`src/rtl/core/mlk_pkg.sv`:
```
// Package for the Morse letter keyer: payload types, state codes, key patterns
// and the shift helper used by the shift-register modules and the top level.
// No dependencies.
package mlk_pkg;

   localparam int CodeWidth = 8;

   typedef logic [CodeWidth-1:0] code_type;

   // Key patterns, sent from the MSB; each shift keeps the LSB.
   localparam code_type PatDot       = 8'b1011_1111;
   localparam code_type PatGapDot    = 8'b0010_1111;
   localparam code_type PatDash      = 8'b1110_1111;
   localparam code_type PatGapDash   = 8'b0011_1011;
   localparam code_type PatWordSpace = 8'b0000_1111;
   localparam code_type AllOnes      = 8'hFF;
   localparam code_type AllZeros     = 8'h00;

   typedef struct packed {
      logic [CodeWidth-1:0] letter_code;
      logic                 first_of_message;
   } req_type;

   typedef struct packed {
      logic key_on;
      logic last_key;
   } rsp_type;

   // Control for one shift register: load takes priority over shift.
   typedef struct packed {
      logic load;
      logic shift;
   } shift_ctrl_type;

   typedef enum logic {
      ST_IDLE,
      ST_SEND
   } state_type;

   function automatic code_type keep_lsb_shift(input code_type value);
      return {value[CodeWidth-2:0], value[0]};
   endfunction

   function automatic code_type symbol_pattern(input logic dash, input logic with_gap);
      code_type pat;
      if (with_gap) begin
         pat = dash ? PatGapDash : PatGapDot;
      end else begin
         pat = dash ? PatDash : PatDot;
      end
      return pat;
   endfunction

endpackage

```
`src/rtl/core/morse_letter_keyer.sv`:
```
// Morse letter keyer top level: sequencer, symbol and key shift registers,
// and the result register. Depends on mlk_pkg, mlk_sym_shift, mlk_key_shift.
//
//   Channel | Ports                          | Direction | Payload
//   request | req_valid, req_ready, req_data | in        | mlk_pkg::req_type
//   result  | rsp_valid, rsp_ready, rsp_data | out       | mlk_pkg::rsp_type
//
// One key unit leaves the key shift register per cycle while the result
// register is not stalled.
// A new letter is taken once the last unit of the previous one is in the
// result register, even if that unit has not been taken yet.
// While sending, a stalled result holds both shift registers in place.
// Reset is synchronous and active high; the block is ready the cycle after.
module morse_letter_keyer (
   input  logic             clock,
   input  logic             reset,
   input  logic             req_valid,
   output logic             req_ready,
   input  mlk_pkg::req_type req_data,
   output logic             rsp_valid,
   input  logic             rsp_ready,
   output mlk_pkg::rsp_type rsp_data
);

   mlk_pkg::state_type state_ff;
   mlk_pkg::state_type state_in;

   logic                    rsp_valid_ff;
   logic                    rsp_valid_in;
   mlk_pkg::rsp_type        rsp_data_ff;
   mlk_pkg::rsp_type        rsp_data_in;

   logic                    req_accept;
   logic                    emit;
   logic                    letter_end;
   logic                    is_space;

   mlk_pkg::shift_ctrl_type sym_ctrl;
   mlk_pkg::shift_ctrl_type key_ctrl;
   mlk_pkg::code_type       sym_load_value;
   mlk_pkg::code_type       key_load_value;

   logic                    sym_dash;
   logic                    sym_done;
   logic                    key_bit;
   logic                    key_last;
   logic                    key_empty;

   assign req_accept = req_valid && req_ready;
   assign emit       = (state_ff == mlk_pkg::ST_SEND) && (!rsp_valid_ff || rsp_ready);
   assign letter_end = key_last && sym_done;
   assign is_space   = (req_data.letter_code == mlk_pkg::AllZeros);

   // Next state
   always_comb begin
      state_in = state_ff;
      unique case (state_ff)
         mlk_pkg::ST_IDLE: begin
            if (req_valid) begin
               state_in = mlk_pkg::ST_SEND;
            end
         end
         mlk_pkg::ST_SEND: begin
            if (emit && letter_end) begin
               state_in = mlk_pkg::ST_IDLE;
            end
         end
         default: state_in = mlk_pkg::ST_IDLE;
      endcase
   end

   // Outputs of the sequencer
   always_comb begin
      req_ready      = 1'b0;
      sym_ctrl       = '0;
      key_ctrl       = '0;
      sym_load_value = mlk_pkg::AllOnes;
      key_load_value = mlk_pkg::AllOnes;
      unique case (state_ff)
         mlk_pkg::ST_IDLE: begin
            req_ready     = 1'b1;
            sym_ctrl.load = req_valid;
            key_ctrl.load = req_valid;
            if (is_space) begin
               sym_load_value = mlk_pkg::AllOnes;
               key_load_value = mlk_pkg::PatWordSpace;
            end else begin
               // The first symbol is taken off at load time.
               sym_load_value = mlk_pkg::keep_lsb_shift(req_data.letter_code);
               key_load_value = mlk_pkg::symbol_pattern(
                  req_data.letter_code[mlk_pkg::CodeWidth-1],
                  !req_data.first_of_message);
            end
         end
         mlk_pkg::ST_SEND: begin
            key_ctrl.shift = emit;
            // At the end of a symbol the next one loads in the same cycle.
            key_ctrl.load  = emit && key_last && !sym_done;
            sym_ctrl.shift = emit && key_last && !sym_done;
            key_load_value = mlk_pkg::symbol_pattern(sym_dash, 1'b0);
         end
         default: begin
            req_ready = 1'b0;
         end
      endcase
   end

   always_comb begin
      rsp_valid_in = rsp_valid_ff;
      rsp_data_in  = rsp_data_ff;
      priority if (emit) begin
         rsp_valid_in         = 1'b1;
         rsp_data_in.key_on   = key_bit;
         rsp_data_in.last_key = letter_end;
      end else if (rsp_ready) begin
         rsp_valid_in = 1'b0;
      end
   end

   always_ff @(posedge clock) begin
      if (reset) begin
         state_ff     <= mlk_pkg::ST_IDLE;
         rsp_valid_ff <= 1'b0;
      end else begin
         state_ff     <= state_in;
         rsp_valid_ff <= rsp_valid_in;
      end
   end

   always_ff @(posedge clock) begin
      rsp_data_ff <= rsp_data_in;
   end

   assign rsp_valid = rsp_valid_ff;
   assign rsp_data  = rsp_data_ff;

   mlk_sym_shift u_sym_shift (
      .clock      (clock),
      .reset      (reset),
      .ctrl       (sym_ctrl),
      .load_value (sym_load_value),
      .sym_dash   (sym_dash),
      .sym_done   (sym_done)
   );

   mlk_key_shift u_key_shift (
      .clock      (clock),
      .reset      (reset),
      .ctrl       (key_ctrl),
      .load_value (key_load_value),
      .key_bit    (key_bit),
      .key_last   (key_last),
      .key_empty  (key_empty)
   );

   // While sending, the key register always holds at least one unit.
   a_key_not_empty: assert property (@(posedge clock) disable iff (reset)
      (state_ff == mlk_pkg::ST_SEND) |-> !key_empty)
      else $error("key register empty while sending");

   // An accepted transaction starts a letter on the next cycle.
   a_accept_sends: assert property (@(posedge clock) disable iff (reset)
      req_accept |=> (state_ff == mlk_pkg::ST_SEND))
      else $error("accepted letter did not start sending");

   // Finishing a letter leaves its marked last unit in the result register.
   a_end_marked: assert property (@(posedge clock) disable iff (reset)
      (state_ff == mlk_pkg::ST_SEND) ##1 (state_ff == mlk_pkg::ST_IDLE)
      |-> (rsp_valid_ff && rsp_data_ff.last_key))
      else $error("letter ended without a marked last unit");

endmodule

```
`src/rtl/core/mlk_sym_shift.sv`:
```
// Symbol shift register: holds the dots and dashes of a letter still to send.
// Depends on mlk_pkg.
module mlk_sym_shift (
   input  logic                   clock,
   input  logic                   reset,
   input  mlk_pkg::shift_ctrl_type ctrl,
   input  mlk_pkg::code_type      load_value,
   output logic                   sym_dash,
   output logic                   sym_done
);

   mlk_pkg::code_type symbol_shift_ff;
   mlk_pkg::code_type symbol_shift_in;

   always_comb begin
      priority if (ctrl.load) begin
         symbol_shift_in = load_value;
      end else if (ctrl.shift) begin
         symbol_shift_in = mlk_pkg::keep_lsb_shift(symbol_shift_ff);
      end else begin
         symbol_shift_in = symbol_shift_ff;
      end
   end

   always_ff @(posedge clock) begin
      if (reset) begin
         symbol_shift_ff <= mlk_pkg::AllOnes;
      end else begin
         symbol_shift_ff <= symbol_shift_in;
      end
   end

   assign sym_dash = symbol_shift_ff[mlk_pkg::CodeWidth-1];
   // Once only fill bits remain the register reads all zeros or all ones.
   assign sym_done = (symbol_shift_ff == mlk_pkg::AllZeros) ||
                     (symbol_shift_ff == mlk_pkg::AllOnes);

endmodule

```
`src/rtl/core/mlk_key_shift.sv`:
```
// Key shift register: sends a symbol's key units, one bit per cycle on shift.
// Depends on mlk_pkg.
module mlk_key_shift (
   input  logic                   clock,
   input  logic                   reset,
   input  mlk_pkg::shift_ctrl_type ctrl,
   input  mlk_pkg::code_type      load_value,
   output logic                   key_bit,
   output logic                   key_last,
   output logic                   key_empty
);

   mlk_pkg::code_type key_shift_ff;
   mlk_pkg::code_type key_shift_in;
   mlk_pkg::code_type key_shifted;

   assign key_shifted = mlk_pkg::keep_lsb_shift(key_shift_ff);

   always_comb begin
      priority if (ctrl.load) begin
         key_shift_in = load_value;
      end else if (ctrl.shift) begin
         key_shift_in = key_shifted;
      end else begin
         key_shift_in = key_shift_ff;
      end
   end

   always_ff @(posedge clock) begin
      if (reset) begin
         key_shift_ff <= mlk_pkg::AllOnes;
      end else begin
         key_shift_ff <= key_shift_in;
      end
   end

   assign key_bit   = key_shift_ff[mlk_pkg::CodeWidth-1];
   // The current unit ends the symbol when the register turns all ones after it.
   assign key_last  = (key_shifted == mlk_pkg::AllOnes);
   assign key_empty = (key_shift_ff == mlk_pkg::AllOnes);

endmodule
```
`config.mk`:
```
export PLATFORM = sky130hd
export DESIGN_NAME = morse_letter_keyer
export DESIGN_NICKNAME = d
export VERILOG_FILES = /design/src/rtl/core/mlk_pkg.sv /design/src/rtl/core/morse_letter_keyer.sv /design/src/rtl/core/mlk_sym_shift.sv /design/src/rtl/core/mlk_key_shift.sv
export SDC_FILE = /design/constraint.sdc
export NUM_CORES = 1
export LEC_CHECK = 0
export BUFFER_PORTS_ARGS = -buffer_cell sky130_fd_sc_hd__buf_2
export CORE_MARGIN = 5
export CORE_UTILIZATION = 50
export CTS_BUF_LIST = sky130_fd_sc_hd__clkbuf_8 sky130_fd_sc_hd__clkbuf_16
export DETAILED_ROUTE_END_ITERATION = 10
export GPL_TIMING_DRIVEN = 0
export PLACE_DENSITY = 0.68
export SYNTH_ARGS = -nofsm -noshare
export SYNTH_HDL_FRONTEND = slang
export SYNTH_SLANG_ARGS = --single-unit
```
`constraint.sdc`:
```
create_clock -name clock -period 2.5 [get_ports clock]
set_clock_uncertainty 0.2 [all_clocks]
set_input_delay 0.125 -clock clock [delete_from_list [all_inputs] [get_ports clock]]
set_output_delay 0.125 -clock clock [all_outputs]
set_load 0.05 [all_outputs]
```
Word level (Yosys, flattened, before mapping)
Index checks and enable logic that the tools add are counted.

Output and inout port bits: 4. Bits in registers: 20. Logic and storage cells: 47. Input bits: 13.

Equality and inequality tests: 2. Muxes and demuxes: 22. Reduce and logical (&&, ||, !) cells: 14. Bitwise gates (word level): 1.

Operators by type and width (number): 8-bit two-way mux (8); 8-bit == test (second input constant) (2); 8-bit logical NOT (2); 8-bit one-hot mux with 2 select lines (1); 7-bit two-way mux (2); 1-bit two-way mux (8); 2-bit nonzero test (3); 1-bit logical AND (5); 5-bit two-way mux (1); 1-bit one-hot mux with 2 select lines (2); 1-bit logical NOT (2); 1-bit logical OR (2); 1-bit inverter (1).

Depth between registers and ports, before layout
Word-level depth: 8. Depth in mapped cells: 6. Mapped depth without buffers: 5.

By module
From an unflattened synthesis, not the netlist that was laid out.

Cell total of the unflattened synthesis: 117. Area, all modules: 1199.9 sq um.

By module, submodules not included: mlk_sym_shift (times used 1, sequential area each 160.2 sq um, cells each 40, area an instance 434.2 sq um); mlk_key_shift (times used 1, sequential area each 160.2 sq um, cells each 40, area an instance 424.2 sq um); morse_letter_keyer (times used 1, sequential area each 100.1 sq um, cells each 37, area an instance 341.6 sq um).

Worst setup path before layout
Ideal clock, no wire load.

Path type: register to register. From: register rsp_valid_ff, in the netlist rsp_valid. To: register u_key_shift.key_shift_ff[6]. Slack: 564 ps. Data arrival time: 1613 ps. Data required time: 2178 ps. Buffers on the path: 0. Clock period less this slack: 1936 ps. Cell stages (with the launch flop): 5. Setup time: 122 ps. Cell sequence: dfxtp_1 > nor2b_1 > a21oi_1 > mux2_4 > a311o_1.

Cells in the longest elaborated chain, start to end: 7. Elaborated cells on any way between the ends: 9. Those cells by class: 3 x mux; 6 x reduce/logical.

Ends and longest elaborated chain: from (decl) (RTL line morse_letter_keyer.sv:28) `logic rsp_valid_ff;`; from (signal assigned) (RTL line morse_letter_keyer.sv:126) `rsp_valid_ff <= rsp_valid_in;`; 1-bit logical NOT * (RTL line morse_letter_keyer.sv:50) `assign emit = (state_ff == mlk_pkg::ST_SEND) && (!rsp_valid_ff || rsp_ready);`; 1-bit logical OR * (RTL line morse_letter_keyer.sv:50); 1-bit logical AND * (RTL line morse_letter_keyer.sv:50); 1-bit logical AND (2 in a row) (RTL line morse_letter_keyer.sv:98) `key_ctrl.load = emit && key_last && !sym_done;`; 1-bit one-hot mux with 2 select lines (RTL line morse_letter_keyer.sv:79) `unique case (state_ff)`; 8-bit two-way mux or 2-bit nonzero test (tied branches); to (signal assigned) (RTL line mlk_key_shift.sv:31) `key_shift_ff <= mlk_pkg::AllOnes;`; to (signal assigned) (RTL line mlk_key_shift.sv:33) `key_shift_ff <= key_shift_in;`; to (decl) (RTL line mlk_key_shift.sv:13) `mlk_pkg::code_type key_shift_ff;`.

Mark *: on every way between the ends. The rest lies on a longest branch, timed or not. A chain may end at the register's enable or synchronous reset.

Final worst setup path
From: input req_data[0] (netlist bit). To: register u_key_shift.key_shift_ff[6].

Cells in the longest elaborated chain, start to end: 4.

Ends and longest elaborated chain: from (decl) (RTL line morse_letter_keyer.sv:19) `input mlk_pkg::req_type req_data,`; 8-bit two-way mux (RTL line mlk_pkg.sv:46) `if (with_gap) begin`; 8-bit two-way mux (RTL line morse_letter_keyer.sv:84) `if (is_space) begin`; 8-bit one-hot mux with 2 select lines (RTL line morse_letter_keyer.sv:79); 8-bit two-way mux (RTL line mlk_key_shift.sv:20) `priority if (ctrl.load) begin`.

No other way between the ends.

==> impl_metrics.env <==
export IMPL_status="finished, final reports clean"
export IMPL_area_growth_pct=15.5
export IMPL_hp_start="reset"
export IMPL_holdWs_ps=57.4
export IMPL_post_route_min_period_ps=2100
export IMPL_drc=0
export IMPL_n_antenna_cell=0
export IMPL_hold_buffers=1
export IMPL_min_to="u_sym_shift.symbol_shift_ff[3]$_SDFFE_PP1P_"
export IMPL_path_clk_slew_ps=70
export IMPL_post_cts_resized=0
export IMPL_dr_wl_met2_um=1140
export IMPL_holdCritPathClass="in2reg"
export IMPL_syn_inst=115
export IMPL_fp_dieH_um=56.2
export IMPL_r2r_cells=5
export IMPL_vias=968
export IMPL_power_density_nw_per_um2=655
export IMPL_die_x_um=56.2
export IMPL_synth_warnings=0
export IMPL_core_um2=2000
export IMPL_syn_num_nets=130
export IMPL_port_buffers=16
export IMPL_hold_viol_final=0
export IMPL_cts_setup_buffers=0
export IMPL_max_freq_ghz=0.477
export IMPL_drt_met1_wl_um=1210
export IMPL_rrSetupSlack_ps=610
export IMPL_place_hpwl_um=1880
export IMPL_numCtsBuffers=3
export IMPL_path_max_fanout=3
export IMPL_rows=16
export IMPL_met3_length_um=147
export IMPL_drive_gt1_share_pct=21.5
export IMPL_critPathKind="in2reg"
export IMPL_grt_pass1_wl_um=4120
export IMPL_cts_sinks=20
export IMPL_ys_seq_area_share_pct=39.3
export IMPL_netlist_cell_type_count=41
export IMPL_cp_arrival_ps=2050
export IMPL_r2r_end="u_sym_shift.symbol_shift_ff[6]$_SDFFE_PP1P_"
export IMPL_slew_headroom_pct=60.3
export IMPL_antenna_found_initial=0
export IMPL_cts_buffer_depth=2
export IMPL_cts_tree="done"
export IMPL_firstDrtPassIters=4
export IMPL_design_die_area_um2=3160
export IMPL_root_buffer="clkbuf_8"
export IMPL_fill_cells=192
export IMPL_postRouteAntennaNets=0
export IMPL_gp_congestion=0.870
export IMPL_drtIter0Drc=37
export IMPL_final_core_util_pct=61.6
export IMPL_syn_avg_cell_area_um2=9.29
export IMPL_wire_per_inst_um=15.7
export IMPL_cp_start_kind="input port"
export IMPL_worst_slew_pin_transition_ps=591
export IMPL_top_layer_used="met4"
export IMPL_routed_via_density=5.98
export IMPL_drv_cap=0
export IMPL_track_usage_pct=16.3
export IMPL_end_kind="register"
export IMPL_maxSlewViolCount=0
export IMPL_routed_wl_um=2540
export IMPL_r2r_start="u_sym_shift.symbol_shift_ff[1]$_SDFFE_PP1P_"
export IMPL_start_util_pct=53.4
export IMPL_synth_cell_area_um2=1070
export IMPL_grt_pass1_vias=868
export IMPL_grt_max_degree=11
export IMPL_io_pin_count=17
export IMPL_setup_viol=0
export IMPL_nets=152
export IMPL_insertion_delay_ps=260
export IMPL_rsz0062_at_grt="false"
export IMPL_ys_ff_latch=20
export IMPL_period_share_pct=83.9
export IMPL_critPathRequiredTime_ps=2450
export IMPL_p_leak_nw=0.484
export IMPL_gr_total_overflow=0
export IMPL_htree_levels=1
export IMPL_min_delay_path_depth=3
export IMPL_vdd_drop_max_mv=0.534
export IMPL_fin_setup_tns_ps=0
-- layer usage --
layer | vias up | track usage [%]
met5 | - | 0
met3 | 6 | 3.94
met2 | 31 | 26.2
met4 | 0 | 3.05
met1 | 447 | 22.2
li1 | 484 | -
-- cell usage in the layout, fill, tap and decap left out, types with 2 or more instances in the layout --
cell	count
dfxtp_1	18
buf_2	16
nor2_1	13
a21oi_1	9
nand2_1	7
o221ai_1	5
clkbuf_1	4
o21a_1	4
inv_1	3
nor3_1	3
a211oi_1	3
o311ai_0	3
a31oi_1	3
clkbuf_8	3
buf_6	2
nand4_1	2
or4_1	2
nand2b_1	2
nor4_2	2
o2bb2ai_1	2
mux2_4	2
a21boi_0	2
o21ai_0	2
ha_1	2
edfxtp_1	2
-- synthesized netlist by cell type, drive strengths merged --
library cell,n,area [µm²]
edfxtp,2,60.1
o311ai,4,35.0
nor4,2,25.0
a311o,1,10.0
o221ai,5,43.8
o2bb2ai,2,17.5
and4,1,8.76
nor2,14,60.1
or2,1,6.26
a31oi,3,18.8
ha,2,25.0
o211a,1,10.0
a21o,1,8.76
nor2b,1,6.26
o21a,4,30.0
inv,3,11.3
and2b,1,7.51
a21oi,9,45.0
o21ai,3,15.0
clkbuf,4,15.0
or4,2,15.0
o31a,2,26.3
a211oi,3,22.5
buf,2,22.5
nor3,3,15.0
a32o,1,10.0
and3,1,6.26
nand2b,2,12.5
nand2,7,26.3
and2,1,6.26
a21boi,2,15.0
nand4,3,25.0
dfxtp,18,360
o211ai,1,7.51
a2bb2oi,1,8.76
mux2,2,30.0
-- critical path, cell delays in order --
cell and delay, ps:
dlygate4sd3_1 540, buf_2 140, ha_1 210, mux2_4 270, a32o_1 200, mux2_4 250
a311o_1 310
-- state kept, by name, indices dropped and copies added, names as in the netlist --
register / cells
u_key_shift.key_shift_ff: 8
u_sym_shift.symbol_shift_ff: 8
rsp_data: 2
rsp_valid: 1
state_ff: 1
-- how the worst max path moves through the flow --
stage	startpoint	end	slack (ps)
2_1_floorplan	rsp_valid$_SDFFE_PP0P_	u_key_shift.key_shift_ff[6]$_SDFFE_PP1P_	560
3_3_place_gp	u_sym_shift.symbol_shift_ff[1]$_SDFFE_PP1P_	u_sym_shift.symbol_shift_ff[6]$_SDFFE_PP1P_	640
3_5_place_dp	u_sym_shift.symbol_shift_ff[1]$_SDFFE_PP1P_	u_sym_shift.symbol_shift_ff[6]$_SDFFE_PP1P_	630
4_1_cts	req_data[0]	u_key_shift.key_shift_ff[6]$_SDFFE_PP1P_	430
5_1_grt	req_data[0]	u_key_shift.key_shift_ff[6]$_SDFFE_PP1P_	370
6_report	req_data[0]	u_key_shift.key_shift_ff[6]$_SDFFE_PP1P_	400
-- metrics by stage --
| stage | setup WS (ps) | area, µm² | power (W) | cells |
|---|---|---|---|---|
| after floorplan | 564 | 1070 | 0.000542 | 115 |
| after global placement | 641 | 1180 | 0.000594 | 158 |
| after detailed placement | 626 | 1180 | 0.000598 | 158 |
| after CTS | 433 | 1230 | 0.000806 | 162 |
| after global routing | 373 | 1230 | 0.000847 | 162 |
| final | 402 | 1230 | 0.000808 | 162 |
-- kinds of logic after synthesis --
logic type	Yosys count	share of synthesized area [%]
flops	20	39.3
buf+inv	9	4.57
mux	2	2.81
compound gates	43	30.3
simple gates	39	20.6
fa+ha+maj	2	2.34
-- where the power goes --
| group | switching [W] | total (W) | leakage (nW) | internal, W |
|---|---|---|---|---|
| Combinational | 0.000125 | 0.000215 | 0.295 | 0.0000893 |
| Sequential | 0.0000226 | 0.000380 | 0.167 | 0.000357 |
| Clock | 0.000106 | 0.000214 | 0.0216 | 0.000107 |
-- area by class of cell --
class                      instances  area (µm²)  area share (%)
buffer                             6        37.5            3.04
clock buffer                       3        41.3            3.35
inverter                           3        11.3           0.913
multi-input combinational         86         599            48.6
sequential                        20         420            34.1
tap                               27        33.8            2.74
timing repair buffer              17        90.1            7.30
Note: power is estimated with default switching activity, not from simulation.
